## config.mk

```make
export PLATFORM = sky130hd
export DESIGN_NAME = input_session_failsafe_top
export DESIGN_NICKNAME = d
export VERILOG_FILES = /design/src/design/isf_pkg.sv /design/src/design/input_session_failsafe_top.sv
export SDC_FILE = /design/constraint.sdc
export NUM_CORES = 1
export LEC_CHECK = 0
export BUFFER_PORTS_ARGS = -buffer_cell sky130_fd_sc_hd__buf_2
export CAP_MARGIN = 0
export CORE_MARGIN = 1.5
export CORE_UTILIZATION = 30
export DETAILED_ROUTE_END_ITERATION = 10
export PLACE_DENSITY_LB_ADDON = 0.08
export SKIP_LAST_GASP = 1
export SLEW_MARGIN = 40
export SYNTH_ARGS = -nofsm -noshare
export SYNTH_HDL_FRONTEND = slang
export SYNTH_SLANG_ARGS = --single-unit
```

## constraint.sdc

```tcl
create_clock -name clk -period 12.66 [get_ports clk]
set_clock_uncertainty 0.2 [all_clocks]
set_input_delay 1.266 -clock clk [delete_from_list [all_inputs] [get_ports clk]]
set_output_delay 1.266 -clock clk [all_outputs]
set_load 0.05 [all_outputs]
```

## src/design/isf_pkg.sv

```systemverilog
`timescale 1ns / 1ps
// ----------------------------------------------------------------------------
// isf_pkg: shared types for the input session failsafe
// Event codes, session modes, result status codes and stream field widths.
// ----------------------------------------------------------------------------
package isf_pkg;

    typedef enum logic [2:0] {
        OP_TICK       = 3'd0,
        OP_START      = 3'd1,
        OP_FRAME      = 3'd2,
        OP_DISCONNECT = 3'd3,
        OP_STOP       = 3'd4,
        OP_SEND       = 3'd5
    } opcode_t;

    typedef enum logic [2:0] {
        MODE_CREATED      = 3'd0,
        MODE_RUNNING      = 3'd1,
        MODE_STOPPED      = 3'd2,
        MODE_DISCONNECTED = 3'd3,
        MODE_FAULTED      = 3'd4
    } mode_t;

    typedef enum logic [2:0] {
        ST_OK      = 3'd0,
        ST_INVALID = 3'd1,
        ST_STALE   = 3'd2,
        ST_BACKEND = 3'd3,
        ST_IGNORED = 3'd4
    } status_t;

    localparam int unsigned IN_DATA_BITS  = 200;
    localparam int unsigned OUT_DATA_BITS = 264;

    localparam logic REG_TIMEOUT_TICKS = 1'b0;
    localparam logic [15:0] TIMEOUT_RESET = 16'd100;
    localparam logic [15:0] IDLE_MAX      = 16'hFFFF;

endpackage

```

## src/design/input_session_failsafe_top.sv

```systemverilog
`timescale 1ns / 1ps
// ----------------------------------------------------------------------------
// input_session_failsafe_top: session failsafe with sequence check
// Tracks the session mode, filters incoming frames and outgoing sends by
// sequence number, and drives a neutral payload on timeouts, disconnects, stops and most faults.
// ----------------------------------------------------------------------------
//
//  Channel   Direction  Handshake                  Contents
//  -------   ---------  -------------------------  ------------------------------
//  s_*       in         s_tvalid / s_tready        one event item
//  m_*       out        m_tvalid / m_tready        one result item per event
//  APB       in/out     psel & penable & pwrite    timeout_ticks at address 0
//
// An event item is registered in the input register. When the pipe advances,
// the state update and the result register load happen together, and the
// result item is then held in the result register until m_tready takes it.
// A new item can be accepted in every cycle while m_tready does not hold the pipe;
// the sustained rate is then one item per clock, set by the single state update step.
// Reset clears the session state and both stage valid flags; timeout_ticks
// returns to 100. When the result register is full and m_tready is low, the
// input register holds and s_tready drops only once it is full as well.
//
module input_session_failsafe_top #(
    parameter int unsigned PAYLOAD_BITS = 64,
    parameter int unsigned COUNT_BITS   = 32
) (
    input  logic                               clk,
    input  logic                               rst_n,
    // Event stream.
    input  logic                               s_tvalid,
    output logic                               s_tready,
    // s_tdata, from bit 0: item_sequence[63:0], item_timestamp[127:64],
    // item_payload[191:128], controller_ok[192], transport_ok[193], zero fill.
    input  logic [isf_pkg::IN_DATA_BITS-1:0]   s_tdata,
    // s_tuser: opcode[2:0].
    input  logic [2:0]                         s_tuser,
    // Result stream.
    output logic                               m_tvalid,
    input  logic                               m_tready,
    // m_tdata, from bit 0: status[2:0], session_mode[5:3],
    // drive_payload[69:6], neutralized_now[70], newest_sequence[134:71],
    // accepted_total[166:135], neutral_total[198:167],
    // newest_timestamp[262:199], zero fill.
    output logic [isf_pkg::OUT_DATA_BITS-1:0]  m_tdata,
    // Configuration port.
    input  logic                               psel,
    input  logic                               penable,
    input  logic                               pwrite,
    input  logic [2:0]                         paddr,
    input  logic [31:0]                        pwdata,
    output logic [31:0]                        prdata,
    output logic                               pready
);

    localparam logic [COUNT_BITS-1:0] COUNT_MAX = '1;

    // ------------------------------------------------------------------
    // Configuration register.
    // ------------------------------------------------------------------
    logic [15:0] timeout_reg;
    logic        cfg_write;

    assign pready    = 1'b1;
    assign cfg_write = psel && penable && pwrite && pready &&
                       (paddr[2] == isf_pkg::REG_TIMEOUT_TICKS);
    assign prdata    = (paddr[2] == isf_pkg::REG_TIMEOUT_TICKS) ?
                       {16'd0, timeout_reg} : 32'd0;

    always_ff @(posedge clk or negedge rst_n)
    begin
        if (!rst_n)
        begin
            timeout_reg <= isf_pkg::TIMEOUT_RESET;
        end
        else if (cfg_write)
        begin
            timeout_reg <= pwdata[15:0];
        end
    end

    // ------------------------------------------------------------------
    // Input register and pipeline control. The whole pipe advances when the
    // result register is empty or being drained.
    // ------------------------------------------------------------------
    logic        in_valid_reg;
    logic [2:0]  op_reg;
    logic [63:0] seq_reg;
    logic [63:0] stamp_reg;
    logic [63:0] pay_in_reg;
    logic        ctl_ok_reg;
    logic        tr_ok_reg;
    logic        out_valid_reg;
    logic        advance;
    logic        process;
    logic        s_take;

    assign advance  = !out_valid_reg || m_tready;
    assign s_tready = !in_valid_reg || advance;
    assign s_take   = s_tvalid && s_tready;
    assign process  = in_valid_reg && advance;

    always_ff @(posedge clk or negedge rst_n)
    begin
        if (!rst_n)
        begin
            in_valid_reg <= 1'b0;
        end
        else if (s_tready)
        begin
            in_valid_reg <= s_tvalid;
        end
    end

    always_ff @(posedge clk)
    begin
        if (s_take)
        begin
            op_reg     <= s_tuser;
            seq_reg    <= s_tdata[63:0];
            stamp_reg  <= s_tdata[127:64];
            pay_in_reg <= s_tdata[191:128];
            ctl_ok_reg <= s_tdata[192];
            tr_ok_reg  <= s_tdata[193];
        end
    end

    // ------------------------------------------------------------------
    // Session state.
    // ------------------------------------------------------------------
    isf_pkg::mode_t          mode_reg, mode_next;
    logic                    sent_any_reg, sent_any_next;
    logic [63:0]             high_sent_reg, high_sent_next;
    logic [63:0]             last_seq_reg, last_seq_next;
    logic [COUNT_BITS-1:0]   acc_cnt_reg, acc_cnt_next;
    logic [COUNT_BITS-1:0]   neut_cnt_reg, neut_cnt_next;
    logic [63:0]             last_stamp_reg, last_stamp_next;
    logic [PAYLOAD_BITS-1:0] payload_reg, payload_next;
    logic                    armed_reg, armed_next;
    logic [15:0]             idle_reg, idle_next;
    isf_pkg::status_t        status;
    logic                    neut;

    logic [15:0]             idle_inc;
    logic                    frame_newer;
    logic                    send_newer;

    assign idle_inc    = (idle_reg < isf_pkg::IDLE_MAX) ? idle_reg + 16'd1 : idle_reg;
    assign frame_newer = (acc_cnt_reg == '0) || (seq_reg > last_seq_reg);
    assign send_newer  = !sent_any_reg || (seq_reg > high_sent_reg);

    always_comb
    begin
        mode_next       = mode_reg;
        sent_any_next   = sent_any_reg;
        high_sent_next  = high_sent_reg;
        last_seq_next   = last_seq_reg;
        acc_cnt_next    = acc_cnt_reg;
        last_stamp_next = last_stamp_reg;
        payload_next    = payload_reg;
        armed_next      = armed_reg;
        idle_next       = idle_reg;
        status          = isf_pkg::ST_OK;
        neut            = 1'b0;

        case (op_reg)
            isf_pkg::OP_TICK:
            begin
                if (mode_reg == isf_pkg::MODE_RUNNING && armed_reg)
                begin
                    idle_next = idle_inc;
                    if (idle_inc >= timeout_reg)
                    begin
                        neut = 1'b1;
                    end
                end
            end
            isf_pkg::OP_START:
            begin
                if (mode_reg != isf_pkg::MODE_CREATED)
                begin
                    status = isf_pkg::ST_INVALID;
                end
                else if (!ctl_ok_reg)
                begin
                    mode_next = isf_pkg::MODE_FAULTED;
                    status    = isf_pkg::ST_BACKEND;
                end
                else if (!tr_ok_reg)
                begin
                    mode_next = isf_pkg::MODE_FAULTED;
                    neut      = 1'b1;
                    status    = isf_pkg::ST_BACKEND;
                end
                else
                begin
                    mode_next = isf_pkg::MODE_RUNNING;
                end
            end
            isf_pkg::OP_FRAME:
            begin
                if (mode_reg != isf_pkg::MODE_RUNNING || !frame_newer)
                begin
                    status = isf_pkg::ST_IGNORED;
                end
                else if (!ctl_ok_reg)
                begin
                    mode_next = isf_pkg::MODE_FAULTED;
                    neut      = 1'b1;
                    status    = isf_pkg::ST_BACKEND;
                end
                else
                begin
                    payload_next    = pay_in_reg[PAYLOAD_BITS-1:0];
                    last_seq_next   = seq_reg;
                    acc_cnt_next    = (acc_cnt_reg == COUNT_MAX) ?
                                      acc_cnt_reg : acc_cnt_reg + COUNT_BITS'(1);
                    last_stamp_next = stamp_reg;
                    armed_next      = 1'b1;
                    idle_next       = 16'd0;
                end
            end
            isf_pkg::OP_DISCONNECT:
            begin
                if (mode_reg != isf_pkg::MODE_RUNNING)
                begin
                    status = isf_pkg::ST_INVALID;
                end
                else
                begin
                    mode_next = isf_pkg::MODE_DISCONNECTED;
                    neut      = 1'b1;
                end
            end
            isf_pkg::OP_STOP:
            begin
                if (mode_reg == isf_pkg::MODE_CREATED)
                begin
                    mode_next = isf_pkg::MODE_STOPPED;
                end
                else if (mode_reg == isf_pkg::MODE_RUNNING)
                begin
                    mode_next = isf_pkg::MODE_STOPPED;
                    neut      = 1'b1;
                end
            end
            isf_pkg::OP_SEND:
            begin
                if (mode_reg != isf_pkg::MODE_RUNNING)
                begin
                    status = isf_pkg::ST_INVALID;
                end
                else if (!send_newer)
                begin
                    status = isf_pkg::ST_STALE;
                end
                else
                begin
                    sent_any_next  = 1'b1;
                    high_sent_next = seq_reg;
                    if (!tr_ok_reg)
                    begin
                        mode_next = isf_pkg::MODE_DISCONNECTED;
                        neut      = 1'b1;
                        status    = isf_pkg::ST_BACKEND;
                    end
                end
            end
            default:
            begin
                status = isf_pkg::ST_IGNORED;
            end
        endcase

        // A neutralization drops the payload and disarms the watchdog.
        if (neut)
        begin
            payload_next = '0;
            armed_next   = 1'b0;
        end
        neut_cnt_next = (neut && neut_cnt_reg != COUNT_MAX) ?
                        neut_cnt_reg + COUNT_BITS'(1) : neut_cnt_reg;
    end

    always_ff @(posedge clk or negedge rst_n)
    begin
        if (!rst_n)
        begin
            mode_reg       <= isf_pkg::MODE_CREATED;
            sent_any_reg   <= 1'b0;
            high_sent_reg  <= '0;
            last_seq_reg   <= '0;
            acc_cnt_reg    <= '0;
            neut_cnt_reg   <= '0;
            last_stamp_reg <= '0;
            payload_reg    <= '0;
            armed_reg      <= 1'b0;
            idle_reg       <= '0;
        end
        else if (process)
        begin
            mode_reg       <= mode_next;
            sent_any_reg   <= sent_any_next;
            high_sent_reg  <= high_sent_next;
            last_seq_reg   <= last_seq_next;
            acc_cnt_reg    <= acc_cnt_next;
            neut_cnt_reg   <= neut_cnt_next;
            last_stamp_reg <= last_stamp_next;
            payload_reg    <= payload_next;
            armed_reg      <= armed_next;
            idle_reg       <= idle_next;
        end
    end

    // ------------------------------------------------------------------
    // Result register. Counters are reported in their low 32 bits and the
    // payload is zero extended to the full field width.
    // ------------------------------------------------------------------
    logic [63:0]                      acc_wide;
    logic [63:0]                      neut_wide;
    logic [isf_pkg::OUT_DATA_BITS-1:0] result_next;
    logic [isf_pkg::OUT_DATA_BITS-1:0] result_reg;

    assign acc_wide  = 64'(acc_cnt_next);
    assign neut_wide = 64'(neut_cnt_next);

    assign result_next = {1'b0,
                          last_stamp_next,
                          neut_wide[31:0],
                          acc_wide[31:0],
                          last_seq_next,
                          neut,
                          64'(payload_next),
                          3'(mode_next),
                          3'(status)};

    always_ff @(posedge clk or negedge rst_n)
    begin
        if (!rst_n)
        begin
            out_valid_reg <= 1'b0;
        end
        else if (advance)
        begin
            out_valid_reg <= in_valid_reg;
        end
    end

    always_ff @(posedge clk)
    begin
        if (process)
        begin
            result_reg <= result_next;
        end
    end

    assign m_tvalid = out_valid_reg;
    assign m_tdata  = result_reg;

    // ------------------------------------------------------------------
    // Assertions.
    // ------------------------------------------------------------------

    // A result that reports a neutralization always shows a zero payload.
    assert property (@(posedge clk) disable iff (!rst_n)
        (out_valid_reg && result_reg[70]) |-> (result_reg[69:6] == 64'd0))
        else $error("neutralized result carries a nonzero payload");

    // The neutralization count never moves backward.
    assert property (@(posedge clk) disable iff (!rst_n)
        process |=> (neut_cnt_reg >= $past(neut_cnt_reg)))
        else $error("neutralization count decreased");

    // No frame is counted unless the session was running.
    assert property (@(posedge clk) disable iff (!rst_n)
        (process && mode_reg != isf_pkg::MODE_RUNNING) |=>
        (acc_cnt_reg == $past(acc_cnt_reg)))
        else $error("frame counted outside the running mode");

    // The event side stalls only when both stages are full and blocked.
    assert property (@(posedge clk) disable iff (!rst_n)
        !s_tready |-> (in_valid_reg && out_valid_reg && !m_tready))
        else $error("input stalled with room in the pipe");

endmodule
```

==> implementation parameters, run 1 <==
Parameter                              Value

Synthesis
  Unique cell type count in the Yosys netlist ... 67
  Count of synthesis-stage warnings from yosys ... 0
  Register area share after synthesis ... 63.7%
  Area of the mapped netlist ... 35800 sq um
  EDFF count, synth ... 460
  Leading post-synthesis cells by cell area ... sky130_fd_sc_hd__edfxtp_1, sky130_fd_sc_hd__dfrtp_1, sky130_fd_sc_hd__nand2_1
  Mean Syn Cell Area ... 12.0 sq um
  Synthesized instance count ... 2980
  Portion of synthesized cell area occupied by the leading cell type ... 38.6%
  Async set or reset register ratio after synthesis ... 43.8%
  Ys flop type ... sky130_fd_sc_hd__edfxtp_1
  Number of storage elements in the synthesis netlist ... 819
  Leading area contributor after synthesis ... sky130_fd_sc_hd__edfxtp_1

Pwr
  Static Leakage ... 18.3 nW
  Ratio of total power to cell area ... 153 nW/um^2
  Total power after layout ... 6.63 mW
  Max VDD drop ... 0.107 mV

Routing
  Count of unresolved DRC violations after routing ... 0
  Routed Wire Length ... 97.7 mm
  DRT antenna net count ... 0
  Length of the first detailed-routing pass in iterations ... 5
  Routed wire length per instance ... 19.2 um
  DRC violation total after the first TritonRoute iteration ... 1271
  Vias ... 23.6k
  Vias per cell ... 4.64

Die
  Effective utilization at floorplan ... 30.3%
  Row cnt ... 126
  Placeable core region ... 118000 sq um
  Full die area ... 121000 sq um
  # IOs ... 544
  Die span in y ... 349 um
  Width of the die ... 349 um

Final layout
  Share of post-route cells with drive strength above 1 ... 24.9%
  Flip-flop count of the largest register, all copies and words added ... 263
  Synthesis-to-finish area growth ... 21.3%
  Final #Nets ... 3859
  Non-filler instance count after layout ... 5088
  Final Cell Area ... 43400 sq um
  Final core area utilization ... 36.7%

Timing
  Post-route worst hold slack ... 0.279 ns
  Ratio of final minimum period to clock period ... 42.8%
  Worst Tran Pin Value ... 0.807 ns
  Number of max-slew violations in the final report ... 0
  Setup repair after global routing missed its margin ... false
  Slew margin rel. ... 46.2%
  Max Freq ... 0.185 GHz
  Tmin final ... 5.41 ns
  Final worst slack ... 7.25 ns
  Setup tns final ... 0 ns
  Final-report hold violation count ... 0
  Final setup fails ... 0

Worst setup path
  Crit-path max FO ... 63
  List of cells traversed by the critical path ... and3_1 -> nand4_1 -> or3_1 -> or2_1 -> nand2b_1 -> nor2_1 -> xor2_1 -> ha_1 -> a21o_1 -> a21o_1 -> a21oi_1 -> o21ai_0 -> a21oi_1 -> nor3_1 -> a211oi_1 -> o21ai_4 -> buf_4 -> buf_6 -> nand3_1 -> mux2_2
  Worst path arrival time ... 5.78 ns
  Worst-path cell with the longest stage delay ... sky130_fd_sc_hd__a211oi_1
  Delay of the slowest cell on the worst path ... 0.49 ns
  Category of the worst setup path launch point ... flip-flop
  Cell class contributing the biggest share of worst-path delay ... simple AND/OR/NAND/NOR gates
  Critical path endpoint category ... flip-flop
  Data required time at the worst endpoint ... 13.03 ns
  Sum of buffers and inverters on the critical path ... 2
  Crit path kind ... reg -> reg

Clock tree
  Inserted Clock Buffers ... 98
  Clk buf depth ... 3
  Latest clock arrival within the worst-skew pair ... 0.70 ns
  Number of buffers added for setup after CTS ... 0
  Clock transition at the register clock pins on the worst setup and hold paths after CTS ... 0.06 ns
  Clock tree from TritonCTS ... done
  Root buffer cell ... sky130_fd_sc_hd__clkbuf_16
  Post-CTS resize count ... 0
  H-tree depth ... 3
  Clk sink count ... 819
  Post-CTS Hold Buffers ... 0

Worst hold path
  Worst min-delay path class ... reg -> reg

Place
  Cell Area, Placed ... 39900 sq um
  Dpl cells ... 4896
  Placement Setup Slack ... 7.23 ns
  PortBufs ... 501
  Final weighted congestion in routability-driven placement ... 0.797
  DP Wirelength ... 64.5 mm

Global route
  Overflow after GRT ... 0
  Via count of the first global-routing pass ... 24.2k
  Total routing resource utilization after global routing ... 15.9%
  Number of antenna violations at the first check in global routing ... 28
  Pin count of the biggest net entering global routing ... 165
  First-pass GRT wire length ... 148 mm

Outcome
  Run status ... completed

Run
  Count of max-cap constraint violations ... 0
## metal layers
layer  wire, um  global-route usage, %  up-vias  share of wire [%]
met1      42400                   20.3    11500                 43
met5        288                      0        -               0.29
met3       6830                   5.11      172                7.0
met2      46200                   26.1      551                 47
met4       2020                   3.75       42                2.1
li1           -                      -    11400                  -
## path summary, 6_finish.rpt
kind,startpoint,end,slack (ns),cells after the start
worst max-delay path,idle_reg[3]$_DFFE_PN0P_,neut_cnt_reg[1]$_DFFE_PN0P_,7.25,20
worst min-delay path,payload_reg[43]$_DFFE_PN0P_,payload_reg[43]$_DFFE_PN0P_,0.28,2
worst max register to register,idle_reg[3]$_DFFE_PN0P_,neut_cnt_reg[1]$_DFFE_PN0P_,7.25,20
worst min register to register,payload_reg[43]$_DFFE_PN0P_,payload_reg[43]$_DFFE_PN0P_,0.28,2
max in group asynchronous,rst_n,last_stamp_reg[56]$_DFFE_PN0P_,9.94,5
min in group asynchronous,rst_n,timeout_reg[3]$_DFFE_PN0P_,0.31,1
## power by group
part | leakage [nW] | switching [mW] | total, mW | internal, mW
Sequential | 8.92 | 0.0802 | 3.05 | 2.97
Combinational | 7.67 | 0.436 | 0.611 | 0.176
Clock | 1.67 | 1.18 | 2.97 | 1.78
Total | 18.3 | 1.70 | 6.63 | 4.93
## cell usage in the layout, fill, tap and decap left out, types with 9 or more instances in the layout
cell type | netlist | final
sky130_fd_sc_hd__dfrtp_1 | 356 | 356
sky130_fd_sc_hd__xor2_1 | 27 | 27
sky130_fd_sc_hd__a21oi_2 | 30 | 31
sky130_fd_sc_hd__nand2_1 | 631 | 630
sky130_fd_sc_hd__inv_1 | 152 | 151
sky130_fd_sc_hd__clkbuf_16 | 0 | 98
sky130_fd_sc_hd__bufinv_16 | 0 | 14
sky130_fd_sc_hd__clkbuf_1 | 72 | 23
sky130_fd_sc_hd__ha_1 | 148 | 148
sky130_fd_sc_hd__and3_1 | 25 | 25
sky130_fd_sc_hd__a21o_1 | 29 | 28
sky130_fd_sc_hd__mux2_4 | 15 | 15
sky130_fd_sc_hd__clkinv_2 | 0 | 19
sky130_fd_sc_hd__mux2_2 | 133 | 133
sky130_fd_sc_hd__nor2b_1 | 14 | 14
sky130_fd_sc_hd__buf_4 | 19 | 9
sky130_fd_sc_hd__nor4_1 | 17 | 16
sky130_fd_sc_hd__clkinv_1 | 0 | 12
sky130_fd_sc_hd__o21ai_1 | 62 | 61
sky130_fd_sc_hd__nor3_1 | 43 | 42
sky130_fd_sc_hd__edfxtp_1 | 460 | 460
sky130_fd_sc_hd__conb_1 | 2 | 18
sky130_fd_sc_hd__nor2_1 | 71 | 71
sky130_fd_sc_hd__buf_2 | 46 | 500
sky130_fd_sc_hd__a211oi_1 | 9 | 9
sky130_fd_sc_hd__nand4_1 | 65 | 65
sky130_fd_sc_hd__o21ai_0 | 154 | 154
sky130_fd_sc_hd__a22o_1 | 11 | 11
sky130_fd_sc_hd__xnor2_1 | 107 | 107
sky130_fd_sc_hd__nand2b_1 | 13 | 13
sky130_fd_sc_hd__a21oi_1 | 97 | 96
sky130_fd_sc_hd__clkbuf_8 | 0 | 10
sky130_fd_sc_hd__nand3_1 | 67 | 65
## Yosys cell counts (all sizes together) (4+ instances only)
| cell | count |
|---|---|
| o211ai | 6 |
| mux2 | 149 |
| a21oi | 127 |
| and4 | 5 |
| nor2b | 14 |
| a211oi | 9 |
| dfrtp | 356 |
| nand4 | 65 |
| xor2 | 27 |
| o21ai | 216 |
| inv | 152 |
| nand4b | 4 |
| nand3 | 69 |
| and3 | 25 |
| nor4 | 17 |
| or3 | 8 |
| a31oi | 6 |
| nor2 | 73 |
| buf | 87 |
| nand2b | 13 |
| edfxtp | 460 |
| ha | 148 |
| a21o | 29 |
| nor3 | 45 |
| or2 | 7 |
| clkbuf | 72 |
| nand2 | 632 |
| a22o | 11 |
| xnor2 | 107 |
## cell families (layout without fill, tap and decap cells)
logic type                 after synthesis  after routing  share of synthesized area [%]
AOI/OAI and AO/OA                      425            425                           6.90
adders and majority gates              148            148                           5.17
and+or+nand+nor                        990            990                           12.2
DFF                                    819            819                           63.7
xor gates and xnor gates               134            134                           3.28
muxes                                  151            151                           4.90
other                                    2             19                         0.0210
buffers and inverters                  311            866                           3.89
## layout make-up
| cell class | count | area [sq um] |
|---|---|---|
| Clock inverter | 54 | 744 |
| Antenna cell | 1 | 2.50 |
| Clock buffer | 131 | 2680 |
| Timing Repair Buffer | 529 | 2960 |
| Multi-Input combinational cell | 1866 | 11800 |
| Fill cell | 11600 | 74800 |
| Inverter | 152 | 578 |
| Tap cell | 1536 | 1920 |
| Sequential cell | 819 | 22800 |
## tightest hold or removal path: cells and delay by family, from the launching register on
| kind | cells | cell delay, ns |
|---|---|---|
| AOI/OAI and AO/OA | 1 | 0.06 |
| DFF | 1 | 0.34 |
| and+or+nand+nor | 1 | 0.04 |
(Power assumes the default switching activity.)
==> inputs of run 2 (changes only) <==
--- a/config.mk
+++ b/config.mk
@@ -5,6 +5,7 @@
 export SDC_FILE = /design/constraint.sdc
 export NUM_CORES = 1
 export LEC_CHECK = 0
+export ABC_AREA = 1
 export BUFFER_PORTS_ARGS = -buffer_cell sky130_fd_sc_hd__buf_2
 export CAP_MARGIN = 0
 export CORE_MARGIN = 1.5
==> constraint.sdc (replaced) <==
create_clock -name clk -period 5.3 [get_ports clk]
set_clock_uncertainty 0.2 [all_clocks]
set_input_delay 0.53 -clock clk [delete_from_list [all_inputs] [get_ports clk]]
set_output_delay 0.53 -clock clk [all_outputs]
set_load 0.05 [all_outputs]
==> implementation parameters, run 2 <==
Parameter                              Value

Outcome
  Run status ... completed

Timing
  Ratio of final minimum period to clock period ... 88.8%
  Setup repair after global routing missed its margin ... false
  Number of max-slew violations in the final report ... 0
  Max Freq ... 0.212 GHz
  Final setup fails ... 0
  Setup tns final ... 0 ns
  Post-route worst hold slack ... 0.145 ns
  Slew margin rel. ... 35.3%
  Worst Tran Pin Value ... 0.970 ns
  Tmin final ... 4.71 ns
  Final-report hold violation count ... 0
  Final worst slack ... 0.593 ns

Final layout
  Final #Nets ... 5026
  Most common library cell in the layout ignoring fill and taps ... sky130_fd_sc_hd__nand2_1
  Commonest cells after routing, fill and taps aside ... sky130_fd_sc_hd__nand2_1, sky130_fd_sc_hd__buf_2, sky130_fd_sc_hd__edfxtp_1
  Count of fill cells added during filler insertion ... 12.5k
  Area of combinational cells with multiple inputs ... 12400 sq um
  Synthesis-to-finish area growth ... 25.8%
  Non-filler instance count after layout ... 6361
  Final core area utilization ... 38.2%
  Share of post-route cells with drive strength above 1 ... 15.1%
  Flip-flop count of the largest register, all copies and words added ... 263
  Final Cell Area ... 47400 sq um
  Area of all sequential standard cells ... 22800 sq um

Worst hold path
  Worst min-delay path class ... in -> async

Worst setup path
  Crit-path max FO ... 37
  Crit path kind ... reg -> reg
  Critical path endpoint category ... flip-flop
  R2R Path End ... payload_reg[34]$_DFFE_PN0P_
  Worst path arrival time ... 5.14 ns
  Category of the worst setup path launch point ... flip-flop
  Reg2reg path depth ... 25
  Worst reg2reg setup slack ... 0.59 ns
  FF-to-FF Start ... idle_reg[0]$_DFFE_PN0P_
  Data required time at the worst endpoint ... 5.73 ns

Die
  Die span in y ... 357 um
  Row cnt ... 129
  Full die area ... 128000 sq um
  Effective utilization at floorplan ... 30.3%
  # IOs ... 544
  Placeable core region ... 124000 sq um
  Width of the die ... 357 um

Place
  PortBufs ... 501
  Final weighted congestion in routability-driven placement ... 0.797
  Cell Area, Placed ... 42000 sq um
  Dpl cells ... 5953
  Placement Setup Slack ... 0.588 ns
  DP Wirelength ... 71.7 mm

Routing
  DRT antenna net count ... 0
  Vias ... 28.5k
  Count of unresolved DRC violations after routing ... 0
  Vias per cell ... 4.48
  Routed Wire Length ... 110 mm
  DRC violation total after the first TritonRoute iteration ... 1681
  Length of the first detailed-routing pass in iterations ... 5
  Routed wire length per instance ... 17.3 um

Synthesis
  XOR/XNOR Fraction of Synth Area ... 0.907%
  Compound-Gate Fraction of Synth Area ... 8.25%
  Leading area contributor after synthesis ... sky130_fd_sc_hd__edfxtp_1
  Leading post-synthesis cells by cell area ... sky130_fd_sc_hd__edfxtp_1, sky130_fd_sc_hd__dfrtp_1, sky130_fd_sc_hd__nand2_1
  Ranking of synthesized cells by instance count ... sky130_fd_sc_hd__nand2_1, sky130_fd_sc_hd__edfxtp_1, sky130_fd_sc_hd__inv_1
  Async set or reset register ratio after synthesis ... 43.8%
  Synthesized instance count ... 3943
  EDFF count, synth ... 460
  Synth Area in Adders ... 4.92%
  Ys flop type ... sky130_fd_sc_hd__edfxtp_1
  Number of storage elements in the synthesis netlist ... 819
  Mean Syn Cell Area ... 9.55 sq um
  Multiplexer fraction of the synthesized cell area ... 0%
  Cell with the most instances after synthesis ... sky130_fd_sc_hd__nand2_1
  Count of synthesis-stage warnings from yosys ... 0
  Dominant combinational cell family by area after synthesis ... simple AND/OR/NAND/NOR gates
  Area of the mapped netlist ... 37600 sq um
  Portion of synthesized cell area occupied by the leading cell type ... 36.7%
  Share of synthesized cell area in and, or, nand and nor gates ... 18.5%
  Unique cell type count in the Yosys netlist ... 46
  Register area share after synthesis ... 60.6%

Global route
  Overflow after GRT ... 0
  Via count of the first global-routing pass ... 27.9k
  First-pass GRT wire length ... 168 mm
  Total routing resource utilization after global routing ... 17.1%
  Number of antenna violations at the first check in global routing ... 14
  Pin count of the biggest net entering global routing ... 139

Pwr
  Static Leakage ... 21.4 nW
  Max VDD drop ... 0.333 mV
  Total power after layout ... 19.9 mW
  Ratio of total power to cell area ... 420 nW/um^2

Clock tree
  Root buffer cell ... sky130_fd_sc_hd__clkbuf_16
  Clk buf depth ... 3
  Inserted Clock Buffers ... 98
  Latest clock arrival within the worst-skew pair ... 0.70 ns
  Clock transition at the register clock pins on the worst setup and hold paths after CTS ... 0.06 ns
  H-tree depth ... 3
  Clk sink count ... 819
  Clock tree from TritonCTS ... done

Run
  Count of max-cap constraint violations ... 0
## run 2: worst max-delay path by stage
| stage | cells after the start | to | slack, ns | from |
|---|---|---|---|---|
| floorplan | 3 | ctl_ok_reg$_DFFE_PP_ | 0.26 | m_tvalid$_DFFE_PN0P_ |
| global placement | 24 | m_tdata[183]$_DFFE_PP_ | 0.59 | idle_reg[0]$_DFFE_PN0P_ |
| detailed placement | 25 | payload_reg[36]$_DFFE_PN0P_ | 0.59 | idle_reg[0]$_DFFE_PN0P_ |
| CTS | 25 | payload_reg[36]$_DFFE_PN0P_ | 0.56 | idle_reg[0]$_DFFE_PN0P_ |
| global route | 27 | neut_cnt_reg[15]$_DFFE_PN0P_ | 0.17 | idle_reg[0]$_DFFE_PN0P_ |
| finish | 25 | payload_reg[34]$_DFFE_PN0P_ | 0.59 | idle_reg[0]$_DFFE_PN0P_ |
## run 2: area by class of cell
| cell class | count | share of cell area (%) |
|---|---|---|
| diodes | 6 | 0.0317 |
| clock inverters | 41 | 0.874 |
| inverters | 440 | 3.53 |
| repair buffers | 762 | 11.0 |
| well taps | 1637 | 4.32 |
| multi-input cells | 2512 | 26.1 |
| flip-flops and latches | 819 | 48.1 |
| clock buffers | 144 | 5.92 |
## run 2: logic make-up (layout without fill, tap and decap cells)
family / count (synthesis) / after routing
XOR/XNOR: 39 / 39
AND/OR/NAND/NOR: 1694 / 1694
flip-flops: 819 / 819
adder cells (fa/ha/maj): 148 / 148
buffers and inverters: 628 / 1387
AO/OA/AOI/OAI: 613 / 613
other: 2 / 24
## run 2: what timing repair did
item                                    in CTS  in global routing
endpoints found under the hold margin      262                  0
hold buffers                               217                  0
setup buffers                                0                  0
endpoints found under the setup margin       0                  0
resized for setup                            0                  0
## run 2: metal layers
metal	up-vias	GRT usage (%)	share of wire, %
li1	14400	-	-
met1	13400	23.0	46
met2	545	26.8	45
met3	175	4.46	5.4
met4	18	5.34	2.9
met5	-	0	0.086
## run 2: worst max-delay path, stage by stage, from the launching register on
cell	delay, ns
sky130_fd_sc_hd__dfrtp_1	0.42
sky130_fd_sc_hd__ha_1	0.17
sky130_fd_sc_hd__inv_1	0.05
sky130_fd_sc_hd__nor3_1	0.26
sky130_fd_sc_hd__nand3_1	0.17
sky130_fd_sc_hd__nor3_1	0.16
sky130_fd_sc_hd__inv_1	0.09
sky130_fd_sc_hd__nor2_1	0.09
sky130_fd_sc_hd__inv_1	0.06
sky130_fd_sc_hd__nor3_1	0.22
sky130_fd_sc_hd__nor2_1	0.10
sky130_fd_sc_hd__nand2_1	0.13
sky130_fd_sc_hd__nor2_1	0.06
sky130_fd_sc_hd__xor2_1	0.18
sky130_fd_sc_hd__ha_1	0.28
sky130_fd_sc_hd__a21oi_1	0.14
sky130_fd_sc_hd__o21ai_0	0.09
sky130_fd_sc_hd__a21oi_1	0.22
sky130_fd_sc_hd__nand3_1	0.30
sky130_fd_sc_hd__a21oi_1	0.31
sky130_fd_sc_hd__nand3_4	0.14
sky130_fd_sc_hd__buf_4	0.22
sky130_fd_sc_hd__inv_2	0.11
sky130_fd_sc_hd__buf_12	0.24
sky130_fd_sc_hd__nand3_1	0.12
sky130_fd_sc_hd__nand2_1	0.09
## run 2: power breakdown
part           internal [mW]  switching, mW  leakage (nW)
clock                   3.93           2.81          1.58
sequential              8.00          0.524          8.47
combinational           1.33           3.30          11.4
total                   13.3           6.64          21.4
==> inputs of run 3 (changes only) <==
--- a/config.mk
+++ b/config.mk
@@ -8,7 +8,7 @@
 export ABC_AREA = 1
 export BUFFER_PORTS_ARGS = -buffer_cell sky130_fd_sc_hd__buf_2
 export CAP_MARGIN = 0
-export CORE_MARGIN = 1.5
+export CORE_MARGIN = 3
 export CORE_UTILIZATION = 30
 export DETAILED_ROUTE_END_ITERATION = 10
 export PLACE_DENSITY_LB_ADDON = 0.08
==> constraint.sdc (replaced) <==
create_clock -name clk -period 6 [get_ports clk]
set_clock_uncertainty 0.2 [all_clocks]
set_input_delay 0.3 -clock clk [delete_from_list [all_inputs] [get_ports clk]]
set_output_delay 0.3 -clock clk [all_outputs]
set_load 0.05 [all_outputs]
==> implementation parameters, run 3 (synthesis results as in run 2) <==
Parameter                              Value

Clock tree
  Number of buffers added for setup after CTS ... 0
  Root buffer cell ... sky130_fd_sc_hd__clkbuf_16
  Latest clock arrival within the worst-skew pair ... 0.72 ns
  Clock tree from TritonCTS ... done
  Inserted Clock Buffers ... 98
  Clk buf depth ... 3
  Clk sink count ... 819
  Clock transition at the register clock pins on the worst setup and hold paths after CTS ... 0.06 ns
  H-tree depth ... 3

Timing
  Final-report hold violation count ... 0
  Setup tns final ... 0 ns
  Tmin final ... 5.03 ns
  Max Freq ... 0.199 GHz
  Slew margin rel. ... 43.4%
  Number of max-slew violations in the final report ... 0
  Worst Tran Pin Value ... 0.849 ns
  Ratio of final minimum period to clock period ... 83.9%
  Final setup fails ... 0
  Final worst slack ... 0.966 ns
  Setup repair after global routing missed its margin ... false

Global route
  Number of antenna violations at the first check in global routing ... 18
  Via count of the first global-routing pass ... 28.9k
  First-pass GRT wire length ... 173 mm
  Pin count of the biggest net entering global routing ... 140
  Overflow after GRT ... 0
  Total routing resource utilization after global routing ... 17.2%

Place
  Final weighted congestion in routability-driven placement ... 0.810
  Placement Setup Slack ... 0.868 ns
  DP Wirelength ... 72.5 mm
  Dpl cells ... 5943
  PortBufs ... 501

Worst setup path
  Category of the worst setup path launch point ... flip-flop
  R2R Path End ... m_tdata[172]$_DFFE_PP_
  Data required time at the worst endpoint ... 6.27 ns
  Crit-path max FO ... 29
  Critical path endpoint category ... flip-flop
  Worst reg2reg setup slack ... 0.97 ns
  FF-to-FF Start ... idle_reg[0]$_DFFE_PN0P_
  Worst path arrival time ... 5.30 ns
  Crit path kind ... reg -> reg
  Reg2reg path depth ... 24

Die
  Width of the die ... 360 um
  Row cnt ... 129
  Full die area ... 130000 sq um
  # IOs ... 544
  Effective utilization at floorplan ... 30.3%
  Die span in y ... 360 um
  Placeable core region ... 124000 sq um

Final layout
  Most common library cell in the layout ignoring fill and taps ... sky130_fd_sc_hd__nand2_1
  Non-filler instance count after layout ... 6390
  Share of post-route cells with drive strength above 1 ... 15.2%
  Flip-flop count of the largest register, all copies and words added ... 263
  Final #Nets ... 5050
  Commonest cells after routing, fill and taps aside ... sky130_fd_sc_hd__nand2_1, sky130_fd_sc_hd__buf_2, sky130_fd_sc_hd__edfxtp_1
  Count of fill cells added during filler insertion ... 12.4k
  Synthesis-to-finish area growth ... 27.2%
  Final core area utilization ... 38.6%

Routing
  Vias per cell ... 4.49
  Length of the first detailed-routing pass in iterations ... 5
  Vias ... 28.7k
  DRC violation total after the first TritonRoute iteration ... 1846
  DRT antenna net count ... 0
  Routed wire length per instance ... 17.5 um
  Routed Wire Length ... 112 mm
  Count of unresolved DRC violations after routing ... 0

Run
  Count of max-cap constraint violations ... 0

Pwr
  Ratio of total power to cell area ... 375 nW/um^2
  Max VDD drop ... 0.232 mV
  Clock power share ... 35.0%
  Share of total power consumed by net switching ... 33.0%
  Combinational fraction of design power ... 23.0%
  Internal cell power ... 12.0 mW
  Total power after layout ... 17.9 mW
  Sw power ... 5.91 mW
  Static Leakage ... 21.7 nW
  Sequential cell fraction of total power ... 42.0%

Worst hold path
  Worst min-delay path class ... in -> async

Outcome
  Run status ... completed
run 3: cell count changes in the layout (fill, tap and decap cells not counted), moves of 5 or more:
| cell | before | now |
|---|---|---|
| sky130_fd_sc_hd__buf_4 | 25 | 18 |
| sky130_fd_sc_hd__buf_12 | 16 | 11 |
| sky130_fd_sc_hd__dlygate4sd3_1 | 217 | 248 |
| sky130_fd_sc_hd__bufinv_16 | 5 | 10 |
| sky130_fd_sc_hd__clkbuf_8 | 16 | 22 |
| sky130_fd_sc_hd__clkbuf_1 | 29 | 19 |
| sky130_fd_sc_hd__clkinv_1 | 14 | 9 |
run 3: worst max-delay path, cell delays in order, from the launching register on:
cell	delay, ns
sky130_fd_sc_hd__dfrtp_1	0.42
sky130_fd_sc_hd__ha_1	0.18
sky130_fd_sc_hd__inv_1	0.05
sky130_fd_sc_hd__nor3_1	0.35
sky130_fd_sc_hd__nand3_1	0.18
sky130_fd_sc_hd__nor3_1	0.18
sky130_fd_sc_hd__inv_1	0.09
sky130_fd_sc_hd__nor2_1	0.09
sky130_fd_sc_hd__inv_1	0.06
sky130_fd_sc_hd__nor3_1	0.31
sky130_fd_sc_hd__nor2_1	0.11
sky130_fd_sc_hd__nand2_1	0.13
sky130_fd_sc_hd__nor2_1	0.07
sky130_fd_sc_hd__xor2_1	0.19
sky130_fd_sc_hd__ha_1	0.28
sky130_fd_sc_hd__a21oi_1	0.14
sky130_fd_sc_hd__o21ai_0	0.10
sky130_fd_sc_hd__a21oi_1	0.19
sky130_fd_sc_hd__nand3_1	0.25
sky130_fd_sc_hd__a21oi_1	0.30
sky130_fd_sc_hd__nand3_4	0.27
sky130_fd_sc_hd__buf_4	0.35
sky130_fd_sc_hd__nand2_1	0.10
sky130_fd_sc_hd__nand2_1	0.06
sky130_fd_sc_hd__and2_1	0.13
run 3: worst max path at each step:
stage | from | to | slack [ns] | depth (start not counted)
final | idle_reg[0]$_DFFE_PN0P_ | m_tdata[172]$_DFFE_PP_ | 0.97 | 24
after CTS | idle_reg[0]$_DFFE_PN0P_ | m_tdata[172]$_DFFE_PP_ | 0.85 | 24
after global routing | idle_reg[0]$_DFFE_PN0P_ | m_tdata[175]$_DFFE_PP_ | 0.42 | 24
after global placement | idle_reg[0]$_DFFE_PN0P_ | m_tdata[175]$_DFFE_PP_ | 0.88 | 24
after floorplan | m_tvalid$_DFFE_PN0P_ | ctl_ok_reg$_DFFE_PP_ | 0.21 | 3
after detailed placement | idle_reg[0]$_DFFE_PN0P_ | m_tdata[172]$_DFFE_PP_ | 0.87 | 24
run 3: area by class of cell:
cell class,instances,area [sq um],area share [%]
sequential,819,22800,47.6
multi-input combinational,2512,12400,25.9
timing repair buffer,786,5510,11.5
clock buffer,140,2850,5.96
tap,1637,2050,4.28
inverter,440,1670,3.50
clock inverter,46,583,1.22
antenna,10,25.0,0.0523
run 3: stage by stage:
stage	hold WS, ns	area [sq um]
global route	0.0408	47900
finish	0.0762	47900
CTS	0.00601	47800
floorplan	-0.196	37700
global placement	0.131	41800
detailed placement	0.123	41900
run 3: per-layer routing:
metal,share of wire (%),track usage (%)
met5,0.031,0
met4,3.0,5.33
met3,5.9,4.76
met2,46,27.9
met1,45,22.3
run 3: repair_timing:
item                                   4_1_cts  5_1_grt
gates resized for setup                      0        0
hold buffers                               249        0
endpoints found under the hold margin      559        0
setup endpoints to repair                    0        0
run 3: power by group through the flow:
stage	clock [mW]	combinational, mW	sequential (mW)
after floorplan	0	1.95	8.48
after global placement	0	4.01	7.65
after detailed placement	0	4.04	7.65
after CTS	6.51	4.21	7.55
after global routing	6.71	4.68	7.64
final	6.28	4.13	7.53
